===== src/rtl/core/point_range_box_ground_filter_core_defines.svh =====
// assertion macros shared by the point filter rtl
`ifndef POINT_RANGE_BOX_GROUND_FILTER_CORE_DEFINES_SVH
`define POINT_RANGE_BOX_GROUND_FILTER_CORE_DEFINES_SVH

// same-cycle implication, sampled on clk, off while rst_n is low
`define PRBGF_ASSERT_SAME(label, ante, cons, msg) \
  label: assert property (@(posedge clk) disable iff (!rst_n) (ante) |-> (cons)) \
    else $error(msg);

// next-cycle implication, sampled on clk, off while rst_n is low
`define PRBGF_ASSERT_NEXT(label, ante, cons, msg) \
  label: assert property (@(posedge clk) disable iff (!rst_n) (ante) |=> (cons)) \
    else $error(msg);

`endif


===== src/rtl/core/prbgf_pkg.sv =====
// shared types and constants for the point range, box and ground filter
package prbgf_pkg;

  localparam int COORD_BITS     = 20;
  localparam int COUNT_BITS     = 22;
  localparam int OUT_COUNT_BITS = 22;
  localparam int RANGE_BITS     = 19;
  localparam int MODE_BITS      = 2;
  localparam int BOUND_BITS     = 20;
  localparam int BOX_BITS       = 2 * BOUND_BITS;
  localparam int GROUND_BITS    = 20;
  localparam int DATA_BITS      = 64;
  localparam int ADDR_BITS      = 6;
  localparam int IDX_LSB        = 3;
  localparam int IDX_BITS       = ADDR_BITS - IDX_LSB;
  localparam int REASON_BITS    = 3;

  localparam int RANGE_SQ_BITS  = 2 * RANGE_BITS;
  localparam int DIST_SQ_BITS   = 2 * COORD_BITS;
  localparam int CMP_BITS       = (DIST_SQ_BITS > RANGE_SQ_BITS) ? DIST_SQ_BITS
                                                                  : RANGE_SQ_BITS;
  localparam int BOX_CMP_BITS   = (COORD_BITS > BOUND_BITS) ? COORD_BITS : BOUND_BITS;
  localparam int GND_CMP_BITS   = (COORD_BITS > GROUND_BITS) ? COORD_BITS : GROUND_BITS;

  localparam int MODE_BOX_BIT    = 0;
  localparam int MODE_GROUND_BIT = 1;

  localparam logic [RANGE_BITS-1:0]         MIN_RANGE_RST = 19'd500;
  localparam logic [RANGE_BITS-1:0]         MAX_RANGE_RST = 19'd100000;
  localparam logic [MODE_BITS-1:0]          MODE_RST      = 2'd1;
  localparam logic [BOX_BITS-1:0]           BOX_X_RST     = 40'd52428800000;
  localparam logic [BOX_BITS-1:0]           BOX_Y_RST     = 40'd10486798576;
  localparam logic [BOX_BITS-1:0]           BOX_Z_RST     = 40'd10486806576;
  localparam logic signed [GROUND_BITS-1:0] GROUND_RST    = -20'sd1000;

  typedef enum logic [IDX_BITS-1:0] {
    REG_MIN_RANGE = 3'd0,
    REG_MAX_RANGE = 3'd1,
    REG_MODE      = 3'd2,
    REG_BOX_X     = 3'd3,
    REG_BOX_Y     = 3'd4,
    REG_BOX_Z     = 3'd5,
    REG_GROUND    = 3'd6
  } reg_idx_t;

  typedef enum logic [REASON_BITS-1:0] {
    RSN_KEEP       = 3'd0,
    RSN_NOT_FINITE = 3'd1,
    RSN_RANGE      = 3'd2,
    RSN_BOX        = 3'd3,
    RSN_GROUND     = 3'd4
  } reason_t;

  typedef struct packed {
    logic [RANGE_SQ_BITS-1:0] min_sq;
    logic [RANGE_SQ_BITS-1:0] max_sq;
    logic [MODE_BITS-1:0]     mode;
    logic [BOX_BITS-1:0]      box_x;
    logic [BOX_BITS-1:0]      box_y;
    logic [BOX_BITS-1:0]      box_z;
    logic [GROUND_BITS-1:0]   ground;
  } cfg_t;

  typedef struct packed {
    logic [COORD_BITS-1:0] x;
    logic [COORD_BITS-1:0] y;
    logic [COORD_BITS-1:0] z;
    logic                  finite;
    logic                  last;
  } point_t;

  typedef struct packed {
    logic [COUNT_BITS-1:0] total;
    logic [COUNT_BITS-1:0] kept;
    logic [COUNT_BITS-1:0] range_drop;
    logic [COUNT_BITS-1:0] box_drop;
    logic [COUNT_BITS-1:0] ground_drop;
  } counts_t;

endpackage


===== src/rtl/core/point_range_box_ground_filter_core.sv =====
// top level of the lidar point range, crop box and ground filter
//
// one word in on the in_ channel is one lidar point: signed millimetre
// coordinates, a finite flag and a last-point flag. one word out on the
// out_ channel follows for every point: keep flag, drop reason, the five
// running per-cloud counts (saturating, including this point) and
// cloud_done, which copies last_point so the counts are cloud totals.
// checks run in order: not finite, range (squared distance against squared
// limits), box when mode bit 0 is set, ground when mode bit 1 is set.
// a taken point passes through one input register, then the checks and
// counters into the output register, where out_valid rises. throughput is
// one point per cycle while the receiver does not stall; the three 20x20
// squares and their sum set the cycle.
// when the receiver stalls, the output word holds and one more point may
// sit in the input register; in_stall rises only once both are full.
// the user must write limits over the apb port only while the block is idle;
// the block does not enforce it. range squares are registered. reset loads
// the default limits, clears both valid flags and zeroes every counter.
`include "point_range_box_ground_filter_core_defines.svh"
module point_range_box_ground_filter_core import prbgf_pkg::*; (
  input  logic                      clk,
  input  logic                      rst_n,
  // point input
  input  logic                      in_valid,
  output logic                      in_stall,
  input  logic [COORD_BITS-1:0]     in_x_mm,
  input  logic [COORD_BITS-1:0]     in_y_mm,
  input  logic [COORD_BITS-1:0]     in_z_mm,
  input  logic                      in_coords_finite,
  input  logic                      in_last_point,
  // result output
  output logic                      out_valid,
  input  logic                      out_stall,
  output logic                      out_keep,
  output logic [REASON_BITS-1:0]    out_drop_reason,
  output logic [OUT_COUNT_BITS-1:0] out_points_in,
  output logic [OUT_COUNT_BITS-1:0] out_points_kept,
  output logic [OUT_COUNT_BITS-1:0] out_dropped_range,
  output logic [OUT_COUNT_BITS-1:0] out_dropped_box,
  output logic [OUT_COUNT_BITS-1:0] out_dropped_ground,
  output logic                      out_cloud_done,
  // configuration
  input  logic                      psel,
  input  logic                      penable,
  input  logic                      pwrite,
  input  logic [ADDR_BITS-1:0]      paddr,
  input  logic [DATA_BITS-1:0]      pwdata,
  output logic [DATA_BITS-1:0]      prdata,
  output logic                      pready
);

  cfg_t    cfg;
  point_t  pt_r;
  logic    pt_valid_r;
  logic    pt_valid_nxt;
  logic    out_valid_r;
  logic    out_valid_nxt;
  reason_t reason;
  reason_t reason_r;
  counts_t shown;
  counts_t counts_r;
  logic    last_r;
  logic    in_take;
  logic    out_hold;
  logic    adv;

  prbgf_cfg_regs u_cfg (
    .clk     (clk),
    .rst_n   (rst_n),
    .psel    (psel),
    .penable (penable),
    .pwrite  (pwrite),
    .paddr   (paddr),
    .pwdata  (pwdata),
    .prdata  (prdata),
    .pready  (pready),
    .cfg_o   (cfg)
  );

  // flow control: output word held while stalled, input register moves
  // forward whenever the output register is free or being emptied
  assign out_hold = out_valid_r & out_stall;
  assign adv      = pt_valid_r & ~out_hold;
  assign in_stall = pt_valid_r & out_hold;
  assign in_take  = in_valid & ~in_stall;

  always_comb begin
    pt_valid_nxt = pt_valid_r;
    if (in_take) begin
      pt_valid_nxt = 1'b1;
    end else if (adv) begin
      pt_valid_nxt = 1'b0;
    end
  end

  always_comb begin
    out_valid_nxt = out_valid_r;
    if (adv) begin
      out_valid_nxt = 1'b1;
    end else if (!out_hold) begin
      out_valid_nxt = 1'b0;
    end
  end

  always_ff @(posedge clk) begin
    if (!rst_n) begin
      pt_valid_r  <= 1'b0;
      out_valid_r <= 1'b0;
    end else begin
      pt_valid_r  <= pt_valid_nxt;
      out_valid_r <= out_valid_nxt;
    end
  end

  // input register, payload only
  always_ff @(posedge clk) begin
    if (in_take) begin
      pt_r.x      <= in_x_mm;
      pt_r.y      <= in_y_mm;
      pt_r.z      <= in_z_mm;
      pt_r.finite <= in_coords_finite;
      pt_r.last   <= in_last_point;
    end
  end

  prbgf_classify u_classify (
    .pt_i     (pt_r),
    .cfg_i    (cfg),
    .reason_o (reason)
  );

  prbgf_counters u_counters (
    .clk      (clk),
    .rst_n    (rst_n),
    .adv_i    (adv),
    .reason_i (reason),
    .last_i   (pt_r.last),
    .shown_o  (shown)
  );

  // result register
  always_ff @(posedge clk) begin
    if (adv) begin
      reason_r <= reason;
      counts_r <= shown;
      last_r   <= pt_r.last;
    end
  end

  assign out_valid          = out_valid_r;
  assign out_keep           = (reason_r == RSN_KEEP);
  assign out_drop_reason    = reason_r;
  assign out_points_in      = OUT_COUNT_BITS'(counts_r.total);
  assign out_points_kept    = OUT_COUNT_BITS'(counts_r.kept);
  assign out_dropped_range  = OUT_COUNT_BITS'(counts_r.range_drop);
  assign out_dropped_box    = OUT_COUNT_BITS'(counts_r.box_drop);
  assign out_dropped_ground = OUT_COUNT_BITS'(counts_r.ground_drop);
  assign out_cloud_done     = last_r;

  `PRBGF_ASSERT_SAME(a_stall_only_when_full, in_stall,
    pt_valid_r && out_valid_r && out_stall,
    "input stalled without back-pressure from a full output")
  `PRBGF_ASSERT_NEXT(a_pending_point_delivered, pt_valid_r && !out_hold, out_valid_r,
    "point in the input register not moved to the output")
  `PRBGF_ASSERT_NEXT(a_output_drains, out_valid_r && !out_stall && !pt_valid_r,
    !out_valid_r, "result repeated after it was taken")

endmodule


===== src/rtl/core/prbgf_cfg_regs.sv =====
// apb register file with registered squares of the range limits
module prbgf_cfg_regs import prbgf_pkg::*; (
  input  logic                 clk,
  input  logic                 rst_n,
  input  logic                 psel,
  input  logic                 penable,
  input  logic                 pwrite,
  input  logic [ADDR_BITS-1:0] paddr,
  input  logic [DATA_BITS-1:0] pwdata,
  output logic [DATA_BITS-1:0] prdata,
  output logic                 pready,
  output cfg_t                 cfg_o
);

  logic [RANGE_BITS-1:0]    min_range_r;
  logic [RANGE_BITS-1:0]    max_range_r;
  logic [MODE_BITS-1:0]     mode_r;
  logic [BOX_BITS-1:0]      box_x_r;
  logic [BOX_BITS-1:0]      box_y_r;
  logic [BOX_BITS-1:0]      box_z_r;
  logic [GROUND_BITS-1:0]   ground_r;
  logic [RANGE_SQ_BITS-1:0] min_sq_r;
  logic [RANGE_SQ_BITS-1:0] max_sq_r;
  logic                     wr_en;
  reg_idx_t                 idx;

  assign pready = 1'b1;
  assign wr_en  = psel & penable & pwrite;
  assign idx    = reg_idx_t'(paddr[ADDR_BITS-1:IDX_LSB]);

  always_ff @(posedge clk) begin
    if (!rst_n) begin
      min_range_r <= MIN_RANGE_RST;
      max_range_r <= MAX_RANGE_RST;
      mode_r      <= MODE_RST;
      box_x_r     <= BOX_X_RST;
      box_y_r     <= BOX_Y_RST;
      box_z_r     <= BOX_Z_RST;
      ground_r    <= GROUND_RST;
    end else if (wr_en) begin
      unique case (idx)
        REG_MIN_RANGE: min_range_r <= pwdata[RANGE_BITS-1:0];
        REG_MAX_RANGE: max_range_r <= pwdata[RANGE_BITS-1:0];
        REG_MODE:      mode_r      <= pwdata[MODE_BITS-1:0];
        REG_BOX_X:     box_x_r     <= pwdata[BOX_BITS-1:0];
        REG_BOX_Y:     box_y_r     <= pwdata[BOX_BITS-1:0];
        REG_BOX_Z:     box_z_r     <= pwdata[BOX_BITS-1:0];
        REG_GROUND:    ground_r    <= pwdata[GROUND_BITS-1:0];
        default: ;
      endcase
    end
  end

  // squares are registered and follow the limits in the next cycle
  always_ff @(posedge clk) begin
    min_sq_r <= RANGE_SQ_BITS'(min_range_r * min_range_r);
    max_sq_r <= RANGE_SQ_BITS'(max_range_r * max_range_r);
  end

  always_comb begin
    prdata = '0;
    unique case (idx)
      REG_MIN_RANGE: prdata = DATA_BITS'(min_range_r);
      REG_MAX_RANGE: prdata = DATA_BITS'(max_range_r);
      REG_MODE:      prdata = DATA_BITS'(mode_r);
      REG_BOX_X:     prdata = DATA_BITS'(box_x_r);
      REG_BOX_Y:     prdata = DATA_BITS'(box_y_r);
      REG_BOX_Z:     prdata = DATA_BITS'(box_z_r);
      REG_GROUND:    prdata = DATA_BITS'(ground_r);
      default:       prdata = '0;
    endcase
  end

  assign cfg_o.min_sq = min_sq_r;
  assign cfg_o.max_sq = max_sq_r;
  assign cfg_o.mode   = mode_r;
  assign cfg_o.box_x  = box_x_r;
  assign cfg_o.box_y  = box_y_r;
  assign cfg_o.box_z  = box_z_r;
  assign cfg_o.ground = ground_r;

endmodule


===== src/rtl/core/prbgf_classify.sv =====
// not-finite, range, box and ground checks for one registered point
module prbgf_classify import prbgf_pkg::*; (
  input  point_t  pt_i,
  input  cfg_t    cfg_i,
  output reason_t reason_o
);

  function automatic logic in_box(input logic [COORD_BITS-1:0] v,
                                  input logic [BOX_BITS-1:0]   b);
    logic signed [BOX_CMP_BITS-1:0] vv;
    logic signed [BOX_CMP_BITS-1:0] lo;
    logic signed [BOX_CMP_BITS-1:0] hi;
    vv = BOX_CMP_BITS'($signed(v));
    lo = BOX_CMP_BITS'($signed(b[BOUND_BITS-1:0]));
    hi = BOX_CMP_BITS'($signed(b[BOX_BITS-1:BOUND_BITS]));
    return (vv >= lo) && (vv <= hi);
  endfunction

  function automatic logic [COORD_BITS-1:0] mag(input logic [COORD_BITS-1:0] v);
    return v[COORD_BITS-1] ? COORD_BITS'(-v) : v;
  endfunction

  logic [COORD_BITS-1:0]          ax, ay, az;
  logic [DIST_SQ_BITS-1:0]        sq_x, sq_y, sq_z, dist_sq;
  logic                           range_fail, box_fail, ground_fail;
  logic signed [GND_CMP_BITS-1:0] z_ext, gnd_ext;

  assign ax = mag(pt_i.x);
  assign ay = mag(pt_i.y);
  assign az = mag(pt_i.z);

  // three independent squares, sum cannot overflow twice the coordinate width
  assign sq_x    = DIST_SQ_BITS'(ax) * DIST_SQ_BITS'(ax);
  assign sq_y    = DIST_SQ_BITS'(ay) * DIST_SQ_BITS'(ay);
  assign sq_z    = DIST_SQ_BITS'(az) * DIST_SQ_BITS'(az);
  assign dist_sq = sq_x + sq_y + sq_z;

  assign range_fail = (CMP_BITS'(dist_sq) < CMP_BITS'(cfg_i.min_sq)) ||
                      (CMP_BITS'(dist_sq) > CMP_BITS'(cfg_i.max_sq));

  assign box_fail = cfg_i.mode[MODE_BOX_BIT] &&
                    !(in_box(pt_i.x, cfg_i.box_x) && in_box(pt_i.y, cfg_i.box_y) &&
                      in_box(pt_i.z, cfg_i.box_z));

  assign z_ext       = GND_CMP_BITS'($signed(pt_i.z));
  assign gnd_ext     = GND_CMP_BITS'($signed(cfg_i.ground));
  assign ground_fail = cfg_i.mode[MODE_GROUND_BIT] && (z_ext < gnd_ext);

  always_comb begin
    priority if (!pt_i.finite) begin
      reason_o = RSN_NOT_FINITE;
    end else if (range_fail) begin
      reason_o = RSN_RANGE;
    end else if (box_fail) begin
      reason_o = RSN_BOX;
    end else if (ground_fail) begin
      reason_o = RSN_GROUND;
    end else begin
      reason_o = RSN_KEEP;
    end
  end

endmodule


===== src/rtl/core/prbgf_counters.sv =====
// per-cloud saturating counters, cleared after the last point
`include "point_range_box_ground_filter_core_defines.svh"
module prbgf_counters import prbgf_pkg::*; (
  input  logic    clk,
  input  logic    rst_n,
  input  logic    adv_i,
  input  reason_t reason_i,
  input  logic    last_i,
  output counts_t shown_o
);

  localparam logic [COUNT_BITS-1:0] COUNT_TOP = '1;

  function automatic logic [COUNT_BITS-1:0] sat_inc(input logic [COUNT_BITS-1:0] c,
                                                    input logic                  en);
    return (en && (c != COUNT_TOP)) ? c + 1'b1 : c;
  endfunction

  counts_t cnt_r;
  counts_t cnt_nxt;

  // counts including the current point, as shown on the result
  always_comb begin
    shown_o.total       = sat_inc(cnt_r.total, 1'b1);
    shown_o.kept        = sat_inc(cnt_r.kept, reason_i == RSN_KEEP);
    shown_o.range_drop  = sat_inc(cnt_r.range_drop, reason_i == RSN_RANGE);
    shown_o.box_drop    = sat_inc(cnt_r.box_drop, reason_i == RSN_BOX);
    shown_o.ground_drop = sat_inc(cnt_r.ground_drop, reason_i == RSN_GROUND);
  end

  assign cnt_nxt = last_i ? '0 : shown_o;

  always_ff @(posedge clk) begin
    if (!rst_n) begin
      cnt_r <= '0;
    end else if (adv_i) begin
      cnt_r <= cnt_nxt;
    end
  end

  `PRBGF_ASSERT_SAME(a_counts_bounded, 1'b1,
    (cnt_r.kept <= cnt_r.total) && (cnt_r.range_drop <= cnt_r.total) &&
    (cnt_r.box_drop <= cnt_r.total) && (cnt_r.ground_drop <= cnt_r.total),
    "a class count exceeds the input count")
  `PRBGF_ASSERT_NEXT(a_clear_after_last, adv_i && last_i, cnt_r == '0,
    "counters not cleared after the last point of a cloud")

endmodule


===== config.mk =====
export PLATFORM = sky130hd
export DESIGN_NAME = point_range_box_ground_filter_core
export DESIGN_NICKNAME = d
export VERILOG_FILES = /design/src/rtl/core/prbgf_pkg.sv /design/src/rtl/core/point_range_box_ground_filter_core.sv /design/src/rtl/core/prbgf_cfg_regs.sv /design/src/rtl/core/prbgf_classify.sv /design/src/rtl/core/prbgf_counters.sv
export VERILOG_INCLUDE_DIRS = /design/src /design/src/rtl/core
export SDC_FILE = /design/constraint.sdc
export NUM_CORES = 2
export LEC_CHECK = 0
export BUFFER_PORTS_ARGS = -buffer_cell sky130_fd_sc_hd__buf_2
export CORE_MARGIN = 10
export CORE_UTILIZATION = 55
export CTS_CLUSTER_DIAMETER = 30
export DETAILED_ROUTE_END_ITERATION = 8
export PLACE_DENSITY = 0.72
export SKIP_LAST_GASP = 1
export SLEW_MARGIN = 20
export SYNTH_ARGS = -nofsm -noshare
export SYNTH_HDL_FRONTEND = slang
export SYNTH_SLANG_ARGS = --single-unit
export TNS_END_PERCENT = 50

===== constraint.sdc =====
create_clock -name clk -period 24.9 [get_ports clk]
set_input_delay 1.245 -clock clk [delete_from_list [all_inputs] [get_ports clk]]
set_output_delay 1.245 -clock clk [all_outputs]
set_load 0.01 [all_outputs]

### After elaboration in Yosys (flattened, before gate mapping)

Index checks and enable logic that the tools add are counted.

* multiply operators: 5
* multiplexer cells: 18
* $add $sub $neg: 10
* reductions and logical operators: 24
* bitwise gates (word level): 8
* magnitude comparators: 9
* equality and inequality tests: 15

Operators with widths (number)
* $pmux 40 s7: 1
* $mul 20x20->40: 3
* $add 22x1->22 const B: 5
* $mux 110: 1
* $mux 22: 5
* $ne 22x22->1 const B: 5
* $add 40x40->40: 2
* $mul 19x19->38: 2
* $ge 20x20->1: 3
* $le 20x20->1: 3
* $mux 20: 3
* $neg 20->20: 3
* $gt 40x38->1: 1
* $lt 40x38->1: 1
* $lt 20x20->1: 1
* $reduce_and 2->1: 7
* $eq 3x2->1 const B: 4
* $eq 3x3->1 const B: 4
* $mux 3: 4
* $logic_and 1x1->1: 11
* $logic_not 3->1: 3
* $and 1x1->1: 6
* $mux 1: 4
* $eq 3x1->1 const B: 1
* other kinds (5): 6

* bits in registers: 544
* output and inout bits: 182
* word-level logic and storage cells: 117
* input bits: 139

### Longest topological paths before layout

* depth after elaboration: 13
* depth in mapped cells: 55
* mapped depth without buffers: 51

### Modules after synthesis

From an unflattened synthesis, not the netlist that was laid out.

* cells, all modules: 9180
* area total of the unflattened synthesis: 83501.3 µm²

Modules (own cells, without submodules)
* prbgf_classify: area each 39937.1 µm², times used 1, cells an instance 4465, seq. area each 0.0 µm²
* prbgf_cfg_regs: area each 30349.1 µm², times used 1, cells an instance 3493, seq. area each 5084.9 µm²
* prbgf_counters: area each 7841.3 µm², times used 1, cells an instance 1037, seq. area each 2202.1 µm²
* point_range_box_ground_filter_core: area each 5373.9 µm², times used 1, cells an instance 185, seq. area each 5325.1 µm²

### Worst setup path after synthesis

Ideal clock, no wire load.

* path type: flip-flop to flip-flop
* start: register pt_r[22] in the netlist's numbering
* end: register counts_r, in the netlist out_points_kept[19] (data pin)
* cell stages (with the launch flop): 52
* data required time: 24636 ps
* library setup time: 264 ps
* path buffers: 4
* setup slack: 12220 ps
* clock period less this slack: 12680 ps
* data arrival time: 12415 ps
* cells stage by stage: edfxtp_1 inv_1 clkbuf_1 ha_1 nand2b_1 or4_1 or4_1 o21ai_0 xor2_1 inv_1 clkbuf_1 nand2_1 inv_1 fa_1 inv_1 fa_1 fa_1 inv_1 [... 16 more ...] a21o_1 a21o_1 a21o_1 a31oi_1 xnor2_1 ha_1 nand2_1 nor3_1 a211oi_1 nand2_1 a211o_1 a21oi_1 o211ai_2 a21o_1 nor4b_4 buf_4 nand2_1 xnor2_1

RTL lines
* start, declared: RTL line point_range_box_ground_filter_core.sv:53 `point_t pt_r;`
* end signal, assigned: RTL line point_range_box_ground_filter_core.sv:145 `counts_r <= shown;`
* end, declared: RTL line point_range_box_ground_filter_core.sv:61 `counts_t counts_r;`

### Worst setup path in the final report

* start: register pt_r[8] in the netlist's numbering
* end: register u_counters.cnt_r[8] in the netlist's numbering

* cells in the longest elaborated chain, start to end: 12
* elaborated cells on any way between the ends: 23
* classes of those cells: 2 x add/sub; 1 x mul; 5 x order compare; 1 x eq/ne; 7 x mux; 7 x reduce/logical

RTL lines
* $neg 20->20, or another cell as far along: RTL line prbgf_classify.sv:20 `return v[COORD_BITS-1] ? COORD_BITS'(-v) : v;`
* $mux 20 or $logic_and 1x1->1 (tied branches): RTL line prbgf_classify.sv:20, prbgf_classify.sv:16
* $mul 20x20->40 or $logic_and 1x1->1 (tied branches): RTL line prbgf_classify.sv:35, prbgf_classify.sv:42
* $add 40x40->40 or $logic_not 1->1 (tied branches): RTL line prbgf_classify.sv:36, prbgf_classify.sv:42
* $lt 40x38->1, or another cell as far along: RTL line prbgf_classify.sv:38 `assign range_fail = (CMP_BITS'(dist_sq) < CMP_BITS'(cfg_i.min_sq)) ||`
* $logic_or 1x1->1 or $mux 3 (tied branches): RTL line prbgf_classify.sv:38, prbgf_classify.sv:54
* $mux 3 (*): RTL line prbgf_classify.sv:52 `end else if (range_fail) begin`
* $mux 3 (*): RTL line prbgf_classify.sv:50 `priority if (!pt_i.finite) begin`
* $eq 3x3->1 (*): RTL line prbgf_counters.sv:28 `shown_o.ground_drop = sat_inc(cnt_r.ground_drop, reason_i == RSN_GROUND);`
* $logic_and 1x1->1 (*): RTL line prbgf_counters.sv:16 `return (en && (c != COUNT_TOP)) ? c + 1'b1 : c;`
* $mux 22 (*): RTL line prbgf_counters.sv:16
* $mux 110 (*): RTL line prbgf_counters.sv:31 `assign cnt_nxt = last_i ? '0 : shown_o;`
* end signal, assigned: RTL line prbgf_counters.sv:37 `cnt_r <= cnt_nxt;`
* end, declared: RTL line prbgf_counters.sv:19 `counts_t cnt_r;`

Mark *: on every way between the ends. The rest lies on a longest branch, timed or not.
A chain may end at the register's enable or synchronous reset.

==> results.tsv <==
stage	metric	value	unit
synthesis	most frequent cell after synthesis	inv_1	
setup_path	Max stage delay on crit path	980	ps
placed_design	hpwl dp	197000	µm
timing	Final min period	15960	ps
setup_path	CP max stage cell	xor2_1	
synthesis	main combinational cell family by area after synthesis	adder cells	
detailed_routing	DR DRC count	0	
worst_hold_path	Worst Hold Class	reg2reg	
timing	Tcrit/Tclk final	0.641	
setup_path	critical path endpoint category	flip-flop	
grt	initial antenna violation count	10	
detailed_routing	Via Count	62600	
setup_path	worst-path maximum fanout	15	
synthesis	top_reg_cell synth	dfxtp_1	
finish	share of cells above drive strength 1	0.0679	
worst_hold_path	hold path cells	2	
synthesis	Simple-Gate Fraction of Synth Area	0.120	
setup_path	FF-to-FF Start	pt_r[8]$_DFFE_PP_	
floorplanning	Die Y	406	µm
synthesis	post-synth top area cell	fa_1	
setup_path	R2R Setup Slk	8940	ps
timing	Setup-failing EPs final	0	
floorplanning	initial core utilization	0.554	
floorplanning	Rows	141	
cts	Post-CTS Setup Bufs	0	
floorplanning	Top Ports	321	
synthesis	area fraction in compound gates after synthesis	0.0771	
synthesis	synthesized instance count	8910	
cts	CTS Buffer Depth	3	
detailed_routing	DR vias/cell	5.60	
cts	H-tree levels	3	
detailed_routing	number of routed nets with antenna violations	0	
timing	clock skew	40.8	ps
worst_hold_path	min-delay src	u_cfg.box_y_r[2]$_SDFFE_PN0P_	
grt	largest net degree at the start of global routing	76	
finish	Layout area overhead	8.74	%
setup_path	CP Class	reg2reg	
synthesis	Adder-Cell Fraction of Synth Area	0.489	
floorplanning	die width	406	µm
setup_path	FF-to-FF path depth	44	
flow_run	MaxCap Viol Count	0	
setup_path	CP top delay family	adder cells	
cts	CTS tree	yes	
cts	Skew-Pair Late Insertion Delay	680	ps
synthesis	Synth Area in XOR/XNOR	0.0316	
setup_path	critical path launch point type	flip-flop	
cts	Root Buffer	clkbuf_16	
synthesis	register area share after synthesis	0.154	
detailed_routing	final wirelength	238000	µm
timing	Worst Tran Pin Value	1230	ps
placed_design	# port buffers	268	
grt	vias in the first global route	65900	
cts	hold-fix buffers at CTS	0	
synthesis	most frequent cells after synthesis	inv_1, fa_1, nand2_1, ha_1, nor2_1	
finish	post-layout util	0.602	
timing	Max Fclk	0.0627	GHz
synthesis	YS warnings	0	
cts	cts repair resizes	0	
timing	final hold vios	0	
timing	setup tns final	0	ps
setup_path	crit-path most repeated cell	fa_1	
floorplanning	Placeable Area	0.148	mm²
synthesis	mux cell area share after synthesis	0.00929	
placed_design	GPL Wtd Cong	1.00	
grt	total global routing overflow	0	
setup_path	Reg-to-Reg End	u_counters.cnt_r[8]$_SDFFE_PN0P_	
setup_path	Worst EP arrival	16560	ps
synthesis	share of the synthesized area in the top cell type	0.366	
synthesis	Cell variety after synth	89	
run_status	status	finished clean	
synthesis	#FFs+latches synth	542	
synthesis	top cells by area, synth	fa_1, ha_1, inv_1, dfxtp_1, edfxtp_1	
timing	Max Slew Vio Count	0	
synthesis	mapped cell area	0.0817	mm²
cts	Sink Count	542	
detailed_routing	WL per Instance	21.3	µm
cts	clock slew at reported path FFs	50	ps
timing	RSZ-0062 raised after global routing	no	
worst_hold_path	worst hold endpoint	u_cfg.box_y_r[2]$_SDFFE_PN0P_	
finish	fin nets	11600	
setup_path	Worst Path Buf+Inv	6	
setup_path	CP required	25500	ps
synthesis	syn avg cell area	9.17	µm²
synthesis	ys async rst share	0	
synthesis	number of synthesized flops with an enable pin	176	
detailed_routing	DR iter-0 viols	5261	
grt	first-pass GRT wire length	373000	µm
detailed_routing	First-pass DRT Iterations	8	
cts	TritonCTS Buffers	97	
floorplanning	die area	0.164	mm²
grt	total global-route track usage	0.292	
timing	Max-slew headroom	0.178	
## worst max path at each step
stage	start	endpoint	depth (start not counted)
2_1_floorplan	pt_r[22]$_DFFE_PP_	out_points_kept[19]$_DFFE_PP_	51
3_3_place_gp	pt_r[9]$_DFFE_PP_	u_counters.cnt_r[10]$_SDFFE_PN0P_	44
3_5_place_dp	pt_r[8]$_DFFE_PP_	u_counters.cnt_r[8]$_SDFFE_PN0P_	45
4_1_cts	pt_r[8]$_DFFE_PP_	u_counters.cnt_r[8]$_SDFFE_PN0P_	45
5_1_grt	pt_r[8]$_DFFE_PP_	u_counters.cnt_r[10]$_SDFFE_PN0P_	45
6_report	pt_r[8]$_DFFE_PP_	u_counters.cnt_r[8]$_SDFFE_PN0P_	44
## metal layers
layer | vias up | GRT usage | wire, µm
met3 | 602 | 0.0546 | 21900
li1 | 28000 | - | -
met1 | 31100 | 0.390 | 96300
met2 | 2890 | 0.464 | 107000
met4 | 10 | 0.130 | 12700
met5 | - | 0 | 65
## worst reg2reg max path: cells and delay by family (launching register included)
kind / cells / cell delay, ps
adders and majority gates: 11 / 5290
xor gates and xnor gates: 2 / 1160
AOI/OAI and AO/OA: 14 / 3970
DFF: 1 / 560
and+or+nand+nor: 11 / 3930
buffers and inverters: 6 / 980
## cells in the final DEF, fill, tap and decap left out, types with 86 or more instances in the layout
master | netlist | final
buf_4 | 29 | 110
nand2_1 | 955 | 951
a21oi_1 | 309 | 309
xor2_1 | 112 | 111
fa_1 | 1494 | 1494
edfxtp_1 | 176 | 176
dfxtp_1 | 366 | 365
and2_1 | 168 | 168
nor2_1 | 521 | 516
nand3_1 | 147 | 147
clkbuf_16 | 0 | 99
o21ai_0 | 171 | 171
o211ai_1 | 86 | 86
xnor2_1 | 181 | 180
a21o_1 | 91 | 91
buf_2 | 11 | 267
inv_1 | 2224 | 2223
ha_1 | 803 | 803
## kinds of logic after synthesis
kind of cell	count (synthesis)
buffers and inverters	2549
DFF	542
AOI/OAI and AO/OA	977
xor gates and xnor gates	294
adders and majority gates	2297
muxes	69
other	2
and+or+nand+nor	2180
## sequential cells by signal, summed over array words and instances (netlist names)
| name | flops |
|---|---|
| u_cfg.box_x_r | 40 |
| u_counters.cnt_r | 110 |
| out_dropped_range | 22 |
| u_cfg.max_sq_r | 37 |
| out_points_in | 22 |
| u_cfg.min_range_r | 19 |
| out_dropped_ground | 22 |
| pt_valid_r | 1 |
| u_cfg.box_y_r | 40 |
| u_cfg.box_z_r | 40 |
| out_valid | 1 |
| u_cfg.min_sq_r | 37 |
| out_dropped_box | 22 |
| out_cloud_done | 1 |
| out_points_kept | 22 |
| u_cfg.mode_r | 2 |
| u_cfg.max_range_r | 19 |
| u_cfg.ground_r | 20 |
| pt_r | 62 |
| out_drop_reason | 3 |
## stage by stage
| step | area (µm²) | hold WS, ps | setup slack [ps] | cells |
|---|---|---|---|---|
| 2_1_floorplan | 82000 | 388 | 12220 | 8983 |
| 3_3_place_gp | 85400 | 443 | 9380 | 11000 |
| 3_5_place_dp | 85400 | 446 | 9220 | 11000 |
| 4_1_cts | 88900 | 453 | 9160 | 11200 |
| 5_1_grt | 88900 | 490 | 8420 | 11200 |
| 6_report | 88900 | 456 | 8940 | 11200 |
## final cells by class
cell class,instances,area (µm²)
fill,12400,58800
multi-input combinational,5892,59800
clock buffer,105,2510
clock inverter,79,930
inverter,2244,8430
tap,1930,2410
timing repair buffer,377,2160
sequential,542,12600
antenna,8,20.0
Power is not shown: default switching activity piles up to over one toggle a cycle in this logic, so the estimate is an artifact.
